[config.mk]
export PLATFORM = sky130hd
export DESIGN_NAME = wav_header_parse_and_dac_convert
export DESIGN_NICKNAME = d
export VERILOG_FILES = /design/src/wavp_pkg.sv /design/src/wavp_div.sv /design/src/wavp_ctrl.sv /design/src/wavp_dp.sv /design/src/wav_header_parse_and_dac_convert.sv
export SDC_FILE = /design/constraint.sdc
export NUM_CORES = 2
export LEC_CHECK = 0
export BUFFER_PORTS_ARGS = -buffer_cell sky130_fd_sc_hd__buf_2
export CAP_MARGIN = 30
export CORE_ASPECT_RATIO = 0.5
export CORE_MARGIN = 10
export CORE_UTILIZATION = 62
export CTS_BUF_LIST = sky130_fd_sc_hd__clkbuf_8
export DETAILED_ROUTE_END_ITERATION = 6
export PLACE_DENSITY = 0.81
export SYNTH_ARGS = -nofsm -noshare
export SYNTH_HDL_FRONTEND = slang
export SYNTH_SLANG_ARGS = --single-unit
[constraint.sdc]
create_clock -name clk -period 14.5 [get_ports clk]
set_input_delay 0.725 -clock clk [delete_from_list [all_inputs] [get_ports clk]]
set_output_delay 0.725 -clock clk [all_outputs]
set_load 0.01 [all_outputs]
[src/wavp_pkg.sv]
package wavp_pkg;

  localparam int HDR_LEN = 44;
  localparam int POS_W   = 6;

  typedef enum logic [1:0] {
    KIND_HDR_OK  = 2'd0,
    KIND_SAMPLE  = 2'd1,
    KIND_NOT_PCM = 2'd2,
    KIND_BAD_SZ  = 2'd3
  } kind_t;

  typedef enum logic [1:0] {
    DIV_NSAMP  = 2'd0,
    DIV_RELOAD = 2'd1,
    DIV_STRIDE = 2'd2
  } div_sel_t;

  localparam logic [POS_W-1:0] POS_OVERALL = 6'd4;
  localparam logic [POS_W-1:0] POS_FMT     = 6'd20;
  localparam logic [POS_W-1:0] POS_CH      = 6'd22;
  localparam logic [POS_W-1:0] POS_RATE    = 6'd24;
  localparam logic [POS_W-1:0] POS_BRATE   = 6'd28;
  localparam logic [POS_W-1:0] POS_BITS    = 6'd34;
  localparam logic [POS_W-1:0] POS_DSIZE   = 6'd40;
  localparam logic [POS_W-1:0] POS_LAST    = 6'd43;

  localparam logic [15:0] FMT_PCM = 16'd1;

  localparam int DIV_NW = 35;
  localparam int DIV_DW = 32;

  typedef struct packed {
    logic             cap_hdr;
    logic [POS_W-1:0] pos;
    logic             mul_go;
    logic             div_start;
    div_sel_t         div_sel;
    logic             hdr_emit;
    logic             data_en;
  } wavp_cmd_t;

  typedef struct packed {
    logic  div_done;
    logic  out_free;
    kind_t kind;
  } wavp_sts_t;

endpackage

[src/wavp_div.sv]
module wavp_div
  import wavp_pkg::*;
(
  input  logic              clk,
  input  logic              rst_n,
  input  logic              start,
  input  logic [DIV_NW-1:0] dividend,
  input  logic [DIV_DW-1:0] divisor,
  output logic              done,
  output logic [DIV_NW-1:0] quo,
  output logic [DIV_DW-1:0] rem
);

  localparam int CNT_W = $clog2(DIV_NW);

  logic              busy_r, busy_nxt;
  logic              done_r, done_nxt;
  logic [CNT_W-1:0]  cnt_r, cnt_nxt;
  logic [DIV_NW-1:0] quo_r, quo_nxt;
  logic [DIV_DW:0]   rem_r, rem_nxt;
  logic [DIV_DW-1:0] dvs_r, dvs_nxt;
  logic [DIV_DW:0]   trial;

  always_comb begin
    busy_nxt = busy_r;
    done_nxt = 1'b0;
    cnt_nxt  = cnt_r;
    quo_nxt  = quo_r;
    rem_nxt  = rem_r;
    dvs_nxt  = dvs_r;
    trial    = {rem_r[DIV_DW-1:0], quo_r[DIV_NW-1]};
    if (start) begin
      busy_nxt = 1'b1;
      cnt_nxt  = '0;
      quo_nxt  = dividend;
      rem_nxt  = '0;
      dvs_nxt  = divisor;
    end else if (busy_r) begin
      if (trial >= {1'b0, dvs_r}) begin
        rem_nxt = trial - {1'b0, dvs_r};
        quo_nxt = {quo_r[DIV_NW-2:0], 1'b1};
      end else begin
        rem_nxt = trial;
        quo_nxt = {quo_r[DIV_NW-2:0], 1'b0};
      end
      cnt_nxt = cnt_r + 1'b1;
      if (cnt_r == CNT_W'(DIV_NW - 1)) begin
        busy_nxt = 1'b0;
        done_nxt = 1'b1;
      end
    end
  end

  always_ff @(posedge clk) begin
    if (!rst_n) begin
      busy_r <= 1'b0;
      done_r <= 1'b0;
      cnt_r  <= '0;
    end else begin
      busy_r <= busy_nxt;
      done_r <= done_nxt;
      cnt_r  <= cnt_nxt;
    end
    quo_r <= quo_nxt;
    rem_r <= rem_nxt;
    dvs_r <= dvs_nxt;
  end

  assign done = done_r;
  assign quo  = quo_r;
  assign rem  = rem_r[DIV_DW-1:0];

endmodule

[src/wavp_ctrl.sv]
module wavp_ctrl
  import wavp_pkg::*;
(
  input  logic      clk,
  input  logic      rst_n,
  input  logic      in_valid,
  output logic      in_ready,
  input  logic      in_file_start,
  input  wavp_sts_t sts,
  output wavp_cmd_t cmd
);

  typedef enum logic [2:0] {
    S_HDR, S_MUL, S_DIV_A, S_DIV_B, S_DIV_C, S_EMIT, S_DATA, S_IDLE
  } state_t;

  state_t           state_r, state_nxt;
  logic [POS_W-1:0] pos_r, pos_nxt;
  logic             acc;
  logic [POS_W-1:0] wpos;

  always_comb begin
    state_nxt = state_r;
    pos_nxt   = pos_r;
    cmd       = '0;
    cmd.div_sel = DIV_NSAMP;
    in_ready  = (state_r inside {S_HDR, S_DATA, S_IDLE}) && sts.out_free;
    acc       = in_valid && in_ready;
    wpos      = in_file_start ? '0 : pos_r;
    cmd.pos   = wpos;
    case (state_r)
      S_HDR, S_DATA, S_IDLE: begin
        if (acc) begin
          if (in_file_start || state_r == S_HDR) begin
            cmd.cap_hdr = 1'b1;
            if (wpos == POS_LAST) begin
              state_nxt = S_MUL;
              pos_nxt   = '0;
            end else begin
              state_nxt = S_HDR;
              pos_nxt   = wpos + 1'b1;
            end
          end else if (state_r == S_DATA) begin
            cmd.data_en = 1'b1;
          end
        end
      end
      S_MUL: begin
        cmd.mul_go = 1'b1;
        state_nxt  = S_DIV_A;
      end
      S_DIV_A: begin
        cmd.div_sel = DIV_NSAMP;
        if (!sts.div_done && pos_r == '0) begin
          cmd.div_start = 1'b1;
          pos_nxt = POS_LAST;
        end else if (sts.div_done) begin
          state_nxt = S_DIV_B;
          cmd.div_start = 1'b0;
        end
      end
      S_DIV_B: begin
        cmd.div_sel = DIV_RELOAD;
        if (pos_r == POS_LAST) begin
          cmd.div_start = 1'b1;
          pos_nxt = '0;
        end else if (sts.div_done) begin
          state_nxt = S_DIV_C;
        end
      end
      S_DIV_C: begin
        cmd.div_sel = DIV_STRIDE;
        if (pos_r == '0) begin
          cmd.div_start = 1'b1;
          pos_nxt = POS_LAST;
        end else if (sts.div_done) begin
          state_nxt = S_EMIT;
          pos_nxt   = '0;
        end
      end
      S_EMIT: begin
        if (sts.out_free) begin
          cmd.hdr_emit = 1'b1;
          state_nxt = (sts.kind == KIND_HDR_OK) ? S_DATA : S_IDLE;
        end
      end
      default: state_nxt = S_IDLE;
    endcase
  end

  always_ff @(posedge clk) begin
    if (!rst_n) begin
      state_r <= S_HDR;
      pos_r   <= '0;
    end else begin
      state_r <= state_nxt;
      pos_r   <= pos_nxt;
    end
  end

endmodule

[src/wavp_dp.sv]
module wavp_dp
  import wavp_pkg::*;
#(
  parameter int CHUNK_LEN = 512
) (
  input  logic        clk,
  input  logic        rst_n,
  input  wavp_cmd_t   cmd,
  output wavp_sts_t   sts,
  input  logic [7:0]  in_data_byte,
  input  logic [11:0] full_scale,
  input  logic [31:0] clock_hz,
  input  logic        out_ready,
  output logic        out_valid,
  output logic [1:0]  out_result_kind,
  output logic [11:0] out_dac_code,
  output logic [31:0] out_sample_rate,
  output logic [15:0] out_channels,
  output logic [15:0] out_bits_per_sample,
  output logic [31:0] out_byte_rate,
  output logic [31:0] out_data_size,
  output logic [31:0] out_overall_size,
  output logic [15:0] out_format_type,
  output logic [31:0] out_num_samples,
  output logic [31:0] out_timer_reload
);

  localparam int OFF_W = $clog2(CHUNK_LEN);

  logic [31:0] overall_r, rate_r, brate_r, dsize_r;
  logic [15:0] fmt_r, ch_r, bits_r;
  logic [31:0] prod_r, nsamp_r, reload_r;
  logic [15:0] stride_q_r, stride_r;
  logic        rem_ok_r;
  logic [7:0]  prev_r;
  logic [OFF_W-1:0] off_r;
  logic [15:0] ph_r;
  logic        out_valid_r, is_hdr_r;
  kind_t       kind_r;
  logic [11:0] dac_r;

  logic [DIV_NW-1:0] div_n, div_q;
  logic [DIV_DW-1:0] div_d, div_r;
  logic              div_done;
  div_sel_t          res_sel_r;
  kind_t             kind;
  logic              emit;
  logic [16:0]       biased;
  logic [28:0]       scaled;
  logic [POS_W-1:0]  p;

  always_comb begin
    case (cmd.div_sel)
      DIV_NSAMP:  begin div_n = {dsize_r, 3'b000};         div_d = prod_r; end
      DIV_RELOAD: begin div_n = {3'b000, clock_hz};        div_d = rate_r; end
      default:    begin div_n = {6'd0, prod_r[31:3]};      div_d = {16'd0, ch_r}; end
    endcase
  end

  wavp_div u_div (
    .clk      (clk),
    .rst_n    (rst_n),
    .start    (cmd.div_start),
    .dividend (div_n),
    .divisor  (div_d),
    .done     (div_done),
    .quo      (div_q),
    .rem      (div_r)
  );

  always_comb begin
    if (fmt_r != FMT_PCM) kind = KIND_NOT_PCM;
    else if (ch_r == '0 || prod_r[31:3] == '0 || rate_r == '0 || !rem_ok_r)
      kind = KIND_BAD_SZ;
    else kind = KIND_HDR_OK;
  end

  // sample + 65536 as 17 bits: sign bit inverted into bit 16
  assign emit   = cmd.data_en && off_r != '0 && ph_r == '0 && stride_r != '0;
  assign biased = {~in_data_byte[7], in_data_byte, prev_r};
  assign scaled = biased * full_scale;
  assign p      = cmd.pos;

  always_ff @(posedge clk) begin
    if (cmd.cap_hdr) begin
      if (p inside {[POS_OVERALL:POS_OVERALL + 6'd3]})
        overall_r[8*(p-POS_OVERALL) +: 8] <= in_data_byte;
      if (p inside {[POS_FMT:POS_FMT + 6'd1]}) fmt_r[8*(p-POS_FMT) +: 8] <= in_data_byte;
      if (p inside {[POS_CH:POS_CH + 6'd1]}) ch_r[8*(p-POS_CH) +: 8] <= in_data_byte;
      if (p inside {[POS_RATE:POS_RATE + 6'd3]}) rate_r[8*(p-POS_RATE) +: 8] <= in_data_byte;
      if (p inside {[POS_BRATE:POS_BRATE + 6'd3]})
        brate_r[8*(p-POS_BRATE) +: 8] <= in_data_byte;
      if (p inside {[POS_BITS:POS_BITS + 6'd1]}) bits_r[8*(p-POS_BITS) +: 8] <= in_data_byte;
      if (p inside {[POS_DSIZE:POS_DSIZE + 6'd3]})
        dsize_r[8*(p-POS_DSIZE) +: 8] <= in_data_byte;
    end
    if (cmd.mul_go) prod_r <= ch_r * bits_r;
    if (cmd.div_start) res_sel_r <= cmd.div_sel;
    if (div_done) begin
      case (res_sel_r)
        DIV_NSAMP:  nsamp_r  <= (prod_r == '0) ? '0 : div_q[31:0];
        DIV_RELOAD: reload_r <= (rate_r == '0) ? '0 : div_q[31:0] - 32'd1;
        default: begin
          stride_q_r <= div_q[15:0];
          rem_ok_r   <= (div_r == '0);
        end
      endcase
    end
  end

  always_ff @(posedge clk) begin
    if (!rst_n) begin
      out_valid_r <= 1'b0;
      prev_r      <= '0;
      off_r       <= '0;
      ph_r        <= '0;
      stride_r    <= '0;
    end else begin
      out_valid_r <= cmd.hdr_emit || emit || (out_valid_r && !out_ready);
      if (cmd.hdr_emit) begin
        if (kind == KIND_HDR_OK) begin
          stride_r <= stride_q_r;
          off_r    <= '0;
        end
      end
      if (cmd.data_en) begin
        prev_r <= in_data_byte;
        off_r  <= (off_r == OFF_W'(CHUNK_LEN - 1)) ? '0 : off_r + 1'b1;
        if (off_r == '0 || ph_r + 16'd1 == stride_r) ph_r <= '0;
        else ph_r <= ph_r + 16'd1;
      end
    end
    if (cmd.hdr_emit) begin
      kind_r   <= kind;
      is_hdr_r <= 1'b1;
      dac_r    <= '0;
    end else if (emit) begin
      kind_r   <= KIND_SAMPLE;
      is_hdr_r <= 1'b0;
      dac_r    <= scaled[28:17];
    end
  end

  assign sts.div_done = div_done;
  assign sts.out_free = !out_valid_r || out_ready;
  assign sts.kind     = kind;

  assign out_valid           = out_valid_r;
  assign out_result_kind     = kind_r;
  assign out_dac_code        = dac_r;
  assign out_sample_rate     = is_hdr_r ? rate_r   : '0;
  assign out_channels        = is_hdr_r ? ch_r     : '0;
  assign out_bits_per_sample = is_hdr_r ? bits_r   : '0;
  assign out_byte_rate       = is_hdr_r ? brate_r  : '0;
  assign out_data_size       = is_hdr_r ? dsize_r  : '0;
  assign out_overall_size    = is_hdr_r ? overall_r : '0;
  assign out_format_type     = is_hdr_r ? fmt_r    : '0;
  assign out_num_samples     = is_hdr_r ? nsamp_r  : '0;
  assign out_timer_reload    = is_hdr_r ? reload_r : '0;

endmodule

[src/wav_header_parse_and_dac_convert.sv]
// channel | handshake            | payload
// in      | in_valid / in_ready  | in_data_byte, in_file_start
// out     | out_valid / out_ready| out_result_kind .. out_timer_reload
// cfg     | psel/penable/pwrite  | paddr, pwdata, prdata (pready tied high)
// Header and data bytes: one request per cycle while the output register is free.
// After the 44th header byte the shared radix-2 divider runs three 35-step
// passes; the header result is then registered once the output register is free.
// Synchronous active-low reset; the first bytes after reset form a header.
// in_ready drops while the output register holds a result not taken.
module wav_header_parse_and_dac_convert
  import wavp_pkg::*;
#(
  parameter int CHUNK_LEN = 512
) (
  input  logic        clk,
  input  logic        rst_n,
  input  logic        in_valid,
  output logic        in_ready,
  input  logic [7:0]  in_data_byte,
  input  logic        in_file_start,
  output logic        out_valid,
  input  logic        out_ready,
  output logic [1:0]  out_result_kind,
  output logic [11:0] out_dac_code,
  output logic [31:0] out_sample_rate,
  output logic [15:0] out_channels,
  output logic [15:0] out_bits_per_sample,
  output logic [31:0] out_byte_rate,
  output logic [31:0] out_data_size,
  output logic [31:0] out_overall_size,
  output logic [15:0] out_format_type,
  output logic [31:0] out_num_samples,
  output logic [31:0] out_timer_reload,
  input  logic        psel,
  input  logic        penable,
  input  logic        pwrite,
  input  logic [2:0]  paddr,
  input  logic [31:0] pwdata,
  output logic [31:0] prdata,
  output logic        pready
);

  logic [11:0] fs_r;
  logic [31:0] clk_hz_r;
  logic        wr;
  wavp_cmd_t   cmd;
  wavp_sts_t   sts;

  assign wr     = psel && penable && pwrite;
  assign pready = 1'b1;
  assign prdata = paddr[2] ? clk_hz_r : {20'd0, fs_r};

  always_ff @(posedge clk) begin
    if (!rst_n) begin
      fs_r     <= 12'd1500;
      clk_hz_r <= 32'd42000000;
    end else if (wr) begin
      if (paddr[2]) clk_hz_r <= pwdata;
      else fs_r <= pwdata[11:0];
    end
  end

  wavp_ctrl u_ctrl (
    .clk           (clk),
    .rst_n         (rst_n),
    .in_valid      (in_valid),
    .in_ready      (in_ready),
    .in_file_start (in_file_start),
    .sts           (sts),
    .cmd           (cmd)
  );

  wavp_dp #(.CHUNK_LEN(CHUNK_LEN)) u_dp (
    .clk                 (clk),
    .rst_n               (rst_n),
    .cmd                 (cmd),
    .sts                 (sts),
    .in_data_byte        (in_data_byte),
    .full_scale          (fs_r),
    .clock_hz            (clk_hz_r),
    .out_ready           (out_ready),
    .out_valid           (out_valid),
    .out_result_kind     (out_result_kind),
    .out_dac_code        (out_dac_code),
    .out_sample_rate     (out_sample_rate),
    .out_channels        (out_channels),
    .out_bits_per_sample (out_bits_per_sample),
    .out_byte_rate       (out_byte_rate),
    .out_data_size       (out_data_size),
    .out_overall_size    (out_overall_size),
    .out_format_type     (out_format_type),
    .out_num_samples     (out_num_samples),
    .out_timer_reload    (out_timer_reload)
  );

endmodule

Yosys cells after proc, flatten, opt, wreduce, memory -nomap -nowiden --
Cells that the tools add are included.
Word-level totals: bits in registers 516, input bits 51, output and inout port bits 289, logic and storage cells 253
Cells by class: add/subtract/negate cells 20, multiply operators 2, magnitude comparators 15, equal/unequal tests 27, shift operators 14, multiplexer cells 71, bitwise operators 5, reduce and logical (&&, ||, !) cells 68
Operators with widths (number):
- 32-bit two-way mux | 8
- 32-bit negator with 34-bit output | 7
- 8-bit by 34-bit variable shift with 32-bit output, first input constant | 4
- 8-bit by 34-bit indexed part select with 32-bit output | 4
- 32-bit bitwise mux | 4
- 8-bit by 34-bit variable shift with 16-bit output, first input constant | 3
- 8-bit by 34-bit indexed part select with 16-bit output | 3
- 32-bit logical NOT | 3
- 35-bit two-way mux | 2
- 35-bit one-hot mux with 2 select lines | 1
- 16-bit two-way mux | 4
- 32-bit one-hot mux with 2 select lines | 1
- 16-bit bitwise mux | 3
- 6-bit two-way mux | 8
- 9-bit two-way mux | 4
- 33-bit by 32-bit greater-or-equal comparator with 1-bit output | 1
- 16-bit logical NOT | 2
- 16-bit by 16-bit multiplier with 32-bit output | 1
- 32-bit by 1-bit subtractor with 32-bit output, second input constant | 1
- 32-bit subtractor | 1
- 29-bit logical NOT | 1
- 17-bit by 12-bit multiplier with 29-bit output | 1
- 2-bit AND reduction | 14
- 6-bit by 5-bit subtractor with 7-bit output, second input constant | 4
- other kinds (45) | 137

Longest topological paths before layout --
word-level depth 11, depth in mapped cells 25

By module --
From an unflattened synthesis, not the netlist that was laid out.
Unflattened totals: cells, all modules 4572, area, all modules 43574.3 um^2
By module, submodules not included:
- wavp_dp | instances 1, cells an instance 3570, area an instance 34104.0 um^2
- wavp_div | instances 1, cells an instance 657, area an instance 6480.0 um^2
- wav_header_parse_and_dac_convert | instances 1, cells an instance 227, area an instance 2154.6 um^2
- wavp_ctrl | instances 1, cells an instance 118, area an instance 835.8 um^2

Worst setup path before layout --
Ideal clock, no wire load.
path type register to register, from reg u_dp.ch_r[9], to reg u_dp.prod_r[30] (data pin), library setup time 0.259 ns, data arrival time 6.312 ns, required time 14.241 ns, path slack 7.930 ns, cell stages (with the launch flop) 23, buffers on the path 2, cells stage by stage edfxtp_1 > clkbuf_1 > clkbuf_1 > nand2_1 > fa_1 > inv_1 > fa_1 > inv_1 > fa_1 > fa_1 > fa_1 > inv_1 > fa_1 > ha_1 > a21o_1 > a21o_1 > a21o_1 > a311o_1 > a31oi_1 > o41ai_1 > or4b_1 > o211ai_1 > xnor2_1
Between the ends: word-level cells in the longest chain between the ends 1
Ends and longest elaborated chain:
- from (decl) | RTL line wavp_dp.sv:31 | logic [15:0] fmt_r, ch_r, bits_r;
- from (signal, indexed assignment) | RTL line wavp_dp.sv:89 | if (p inside {[POS_CH:POS_CH + 6'd1]}) ch_r[8*(p-POS_CH) +: 8] <= in_data_byte;
- 16-bit by 16-bit multiplier with 32-bit output | RTL line wavp_dp.sv:97 | if (cmd.mul_go) prod_r <= ch_r * bits_r;
- to (signal assigned) | RTL line wavp_dp.sv:97
- to (decl) | RTL line wavp_dp.sv:32 | logic [31:0] prod_r, nsamp_r, reload_r;
Every way passes these cells. A chain may end at the register's enable or synchronous reset.

Worst setup path in the final report --
from reg u_dp.ch_r[1], to reg u_dp.prod_r[30] (data pin)
Same word-level chain as after synthesis.

==> flow_summary.json <==
{
  "status": "finished, final reports clean",
  "gr-usage-all-layers_pct": 30.1,
  "cts_setup_buffers": 0,
  "core_area_sq_um": 67100,
  "final_common_cell": "nand2_1",
  "grt_pass1_vias": 34800,
  "ant_nets": 0,
  "critPathCapture": "u_dp.prod_r[30]",
  "ir_drop_v": 0.0000761,
  "tns_ps": 0,
  "grt_max_degree": 135,
  "portBuffers": 336,
  "cp-start-kind": "flip-flop",
  "clock_latency_ps": 740,
  "io_pins": 340,
  "syn_area_sq_um": 42200,
  "drcViolationCount": 0,
  "r2r_setup_slack_ps": 7210,
  "hpwl_um": 89000,
  "path_class": "reg -> reg",
  "cts_hold_buf": 0,
  "nNetsFinal": 5416,
  "final_cell_mix": "677 x nand2_1, 496 x and2_1, 481 x inv_1, 360 x edfxtp_1, 344 x fa_1",
  "dr.first_iter.drc_count": 3919,
  "reg2reg_depth": 20,
  "syn2layout_area_growth_pct": 8.99,
  "worstMarginPinSlew_ps": 1100,
  "power.leakage_nw": 21.0,
  "finalSetupViolations": 0,
  "clock_path_buffers": 3,
  "cp.required_ps": 14980,
  "synth-async-reset-ratio_pct": 0,
  "path_clk_slew_ps": 80,
  "drive_above_1_share_pct": 11.5,
  "gr-total-overflow": 0,
  "period_minus_slack_ps": 7290,
  "syn_avg_cell_area_sq_um": 9.27,
  "cap_violations": 0,
  "hold_viol": 0,
  "r2r-start": "u_dp.ch_r[1]",
  "wire_per_inst_um": 21.5,
  "synth.distinct_cells": 93,
  "ys.warnings.count": 0,
  "clock_skew_ps": 37.3,
  "worst-path-max-fanout": 19,
  "place_congestion": 1.01,
  "crit_path_start": "u_dp.ch_r[1]",
  "slew_violations": 0,
  "synth_edf_count": 360,
  "cts_tree": "done",
  "wirelength_um": 123000,
  "netlist_instances": 4547,
  "cts_resized": 0,
  "arrival_ps": 7770,
  "hold_class": "in -> reg",
  "dieArea_sq_um": 79500,
  "h-tree-depth": 3,
  "rows": 67,
  "root_buffer": "clkbuf_8",
  "rsz0062_at_grt": "no",
  "initial_core_util_pct": 62.8,
  "reg2reg_to": "u_dp.prod_r[30]",
  "vias": 34900,
  "die_w_um": 389,
  "cts_buffers": 76,
  "dr.pass1.iters": 7,
  "fin_crit_sh_pct": 50.3,
  "setup.worst_path.end_class": "flip-flop",
  "maxSlewHeadroom_pct": 25.0,
  "viasPerCell": 6.12,
  "grt_pass1_wl_um": 190000,
  "clkSinkCount": 516,
  "p_per_area_nw_per_um2": 77.7,
  "ys_ff_latch": 516,
  "fin_util_pct": 68.4,
  "ys.flop_type": "edfxtp_1",
  "ys_seq_area_share_pct": 33.0,
  "fmax_mhz": 137,
  "antenna_found_initial": 2,
  "die_h_um": 204
}
[cells by family (layout without fill, tap and decap cells)]
| logic type | count (synthesis) | count (layout) | synth area share, % |
|---|---|---|---|
| XOR/XNOR | 136 | 136 | 2.89 |
| multiplexers | 66 | 66 | 1.62 |
| AND/OR/NAND/NOR | 1909 | 1909 | 23.1 |
| other | 2 | 6 | 0.0178 |
| AO/OA/AOI/OAI | 570 | 570 | 8.22 |
| adder cells (fa/ha/maj) | 620 | 620 | 24.5 |
| flip-flops | 516 | 516 | 33.0 |
| buffers and inverters | 728 | 986 | 6.58 |
[Yosys cell counts (all sizes together), types with 9 or more instances]
library cell	count	area, sq um
nand3	84	420
and2	497	3110
nor2	224	860
and3	58	363
nand2b	32	208
nor4	70	459
a21oi	232	1160
fa	344	6890
xnor2	91	797
nand4b	14	123
nor4b	14	129
a31oi	30	188
mux2	18	203
dfxtp	156	3120
a21o	24	180
ha	275	3440
edfxtp	360	10800
or3	24	150
nand2	679	2560
clkbuf	238	893
o21a	18	135
xor2	43	377
inv	462	1730
or4	13	109
nor3	61	310
o21ai	138	691
nor2b	52	325
nand4	48	300
o31ai	18	135
a211oi	17	128
o41ai	9	78.8
mux2i	48	480
buf	25	136
[critical path, cell delays in order (launching register included)]
cell,delay [ps]
edfxtp_1,1000
nand2_1,170
fa_1,540
fa_1,550
inv_1,90
fa_1,550
inv_1,60
fa_1,510
fa_1,540
inv_1,60
fa_1,480
ha_1,390
a21o_1,190
a21o_1,170
a21o_1,210
a311o_1,350
a31oi_1,330
o41ai_1,180
or4b_1,480
o211ai_1,120
xnor2_1,80
[per-layer routing]
| layer | vias up | track usage [%] | share of wire, % |
|---|---|---|---|
| met3 | 360 | 8.09 | 12 |
| met5 | - | 0 | 0.0090 |
| met1 | 17000 | 38.8 | 38 |
| li1 | 15500 | - | - |
| met2 | 2089 | 48.7 | 46 |
| met4 | 2 | 11.4 | 3.6 |
[state kept, by name (all words and copies together), names as in the netlist, 6 cells and up]
signal             count
u_ctrl.pos_r           6
u_dp.brate_r          32
fs_r                  12
u_dp.u_div.quo        35
u_dp.out_dac_code     12
u_dp.dsize_r          32
u_dp.nsamp_r          32
u_dp.stride_r         16
u_dp.u_div.rem_r      32
u_dp.reload_r         32
u_dp.off_r             9
u_dp.ph_r             16
u_dp.fmt_r            16
clk_hz_r              32
u_dp.bits_r           16
u_dp.overall_r        32
u_dp.u_div.dvs_r      32
u_dp.prev_r            8
u_dp.rate_r           32
u_dp.u_div.cnt_r       6
u_dp.stride_q_r       16
u_dp.prod_r           32
u_dp.ch_r             16
[power breakdown]
part / internal (mW) / switching [mW] / total (mW)
Sequential: 1.58 / 0.0265 / 1.60
Clock: 0.630 / 0.626 / 1.26
Combinational: 0.307 / 0.407 / 0.714
Total: 2.51 / 1.06 / 3.57
[area by class of cell]
cell class	count	area, sq um
Multi-Input combinational cell	3304	25500
Clock buffer	87	1200
Tap cell	897	1120
Clock inverter	51	365
Timing Repair Buffer	383	2070
Sequential cell	516	13900
Antenna cell	3	7.51
Inverter	465	1750
Fill cell	5049	21200
[how the worst min path moves through the flow]
stage	startpoint	end	slack (ps)	depth (start not counted)
6_report	pwdata[15]	clk_hz_r[15]	200	3
5_1_grt	pwdata[12]	clk_hz_r[12]	200	3
4_1_cts	pwdata[15]	clk_hz_r[15]	180	3
3_5_place_dp	u_dp.out_dac_code[11]	u_dp.out_dac_code[11]	450	2
3_3_place_gp	u_dp.out_dac_code[11]	u_dp.out_dac_code[11]	440	2
2_1_floorplan	clk_hz_r[29]	clk_hz_r[29]	440	2
[through the flow]
step                      power (mW)  worst slack [ps]  std cells  hold WS, ps  instance area, sq um
after floorplan                 2.17              7930       4548          444                 42200
after global placement          2.30              7360       5557          442                 44300
after detailed placement        2.33              7280       5562          446                 44300
after CTS                       3.56              7280       5700          182                 45900
after global routing            3.72              6890       5705          204                 46000
final                           3.57              7210       5706          195                 46000
Note: power is estimated with default switching activity, not from simulation.
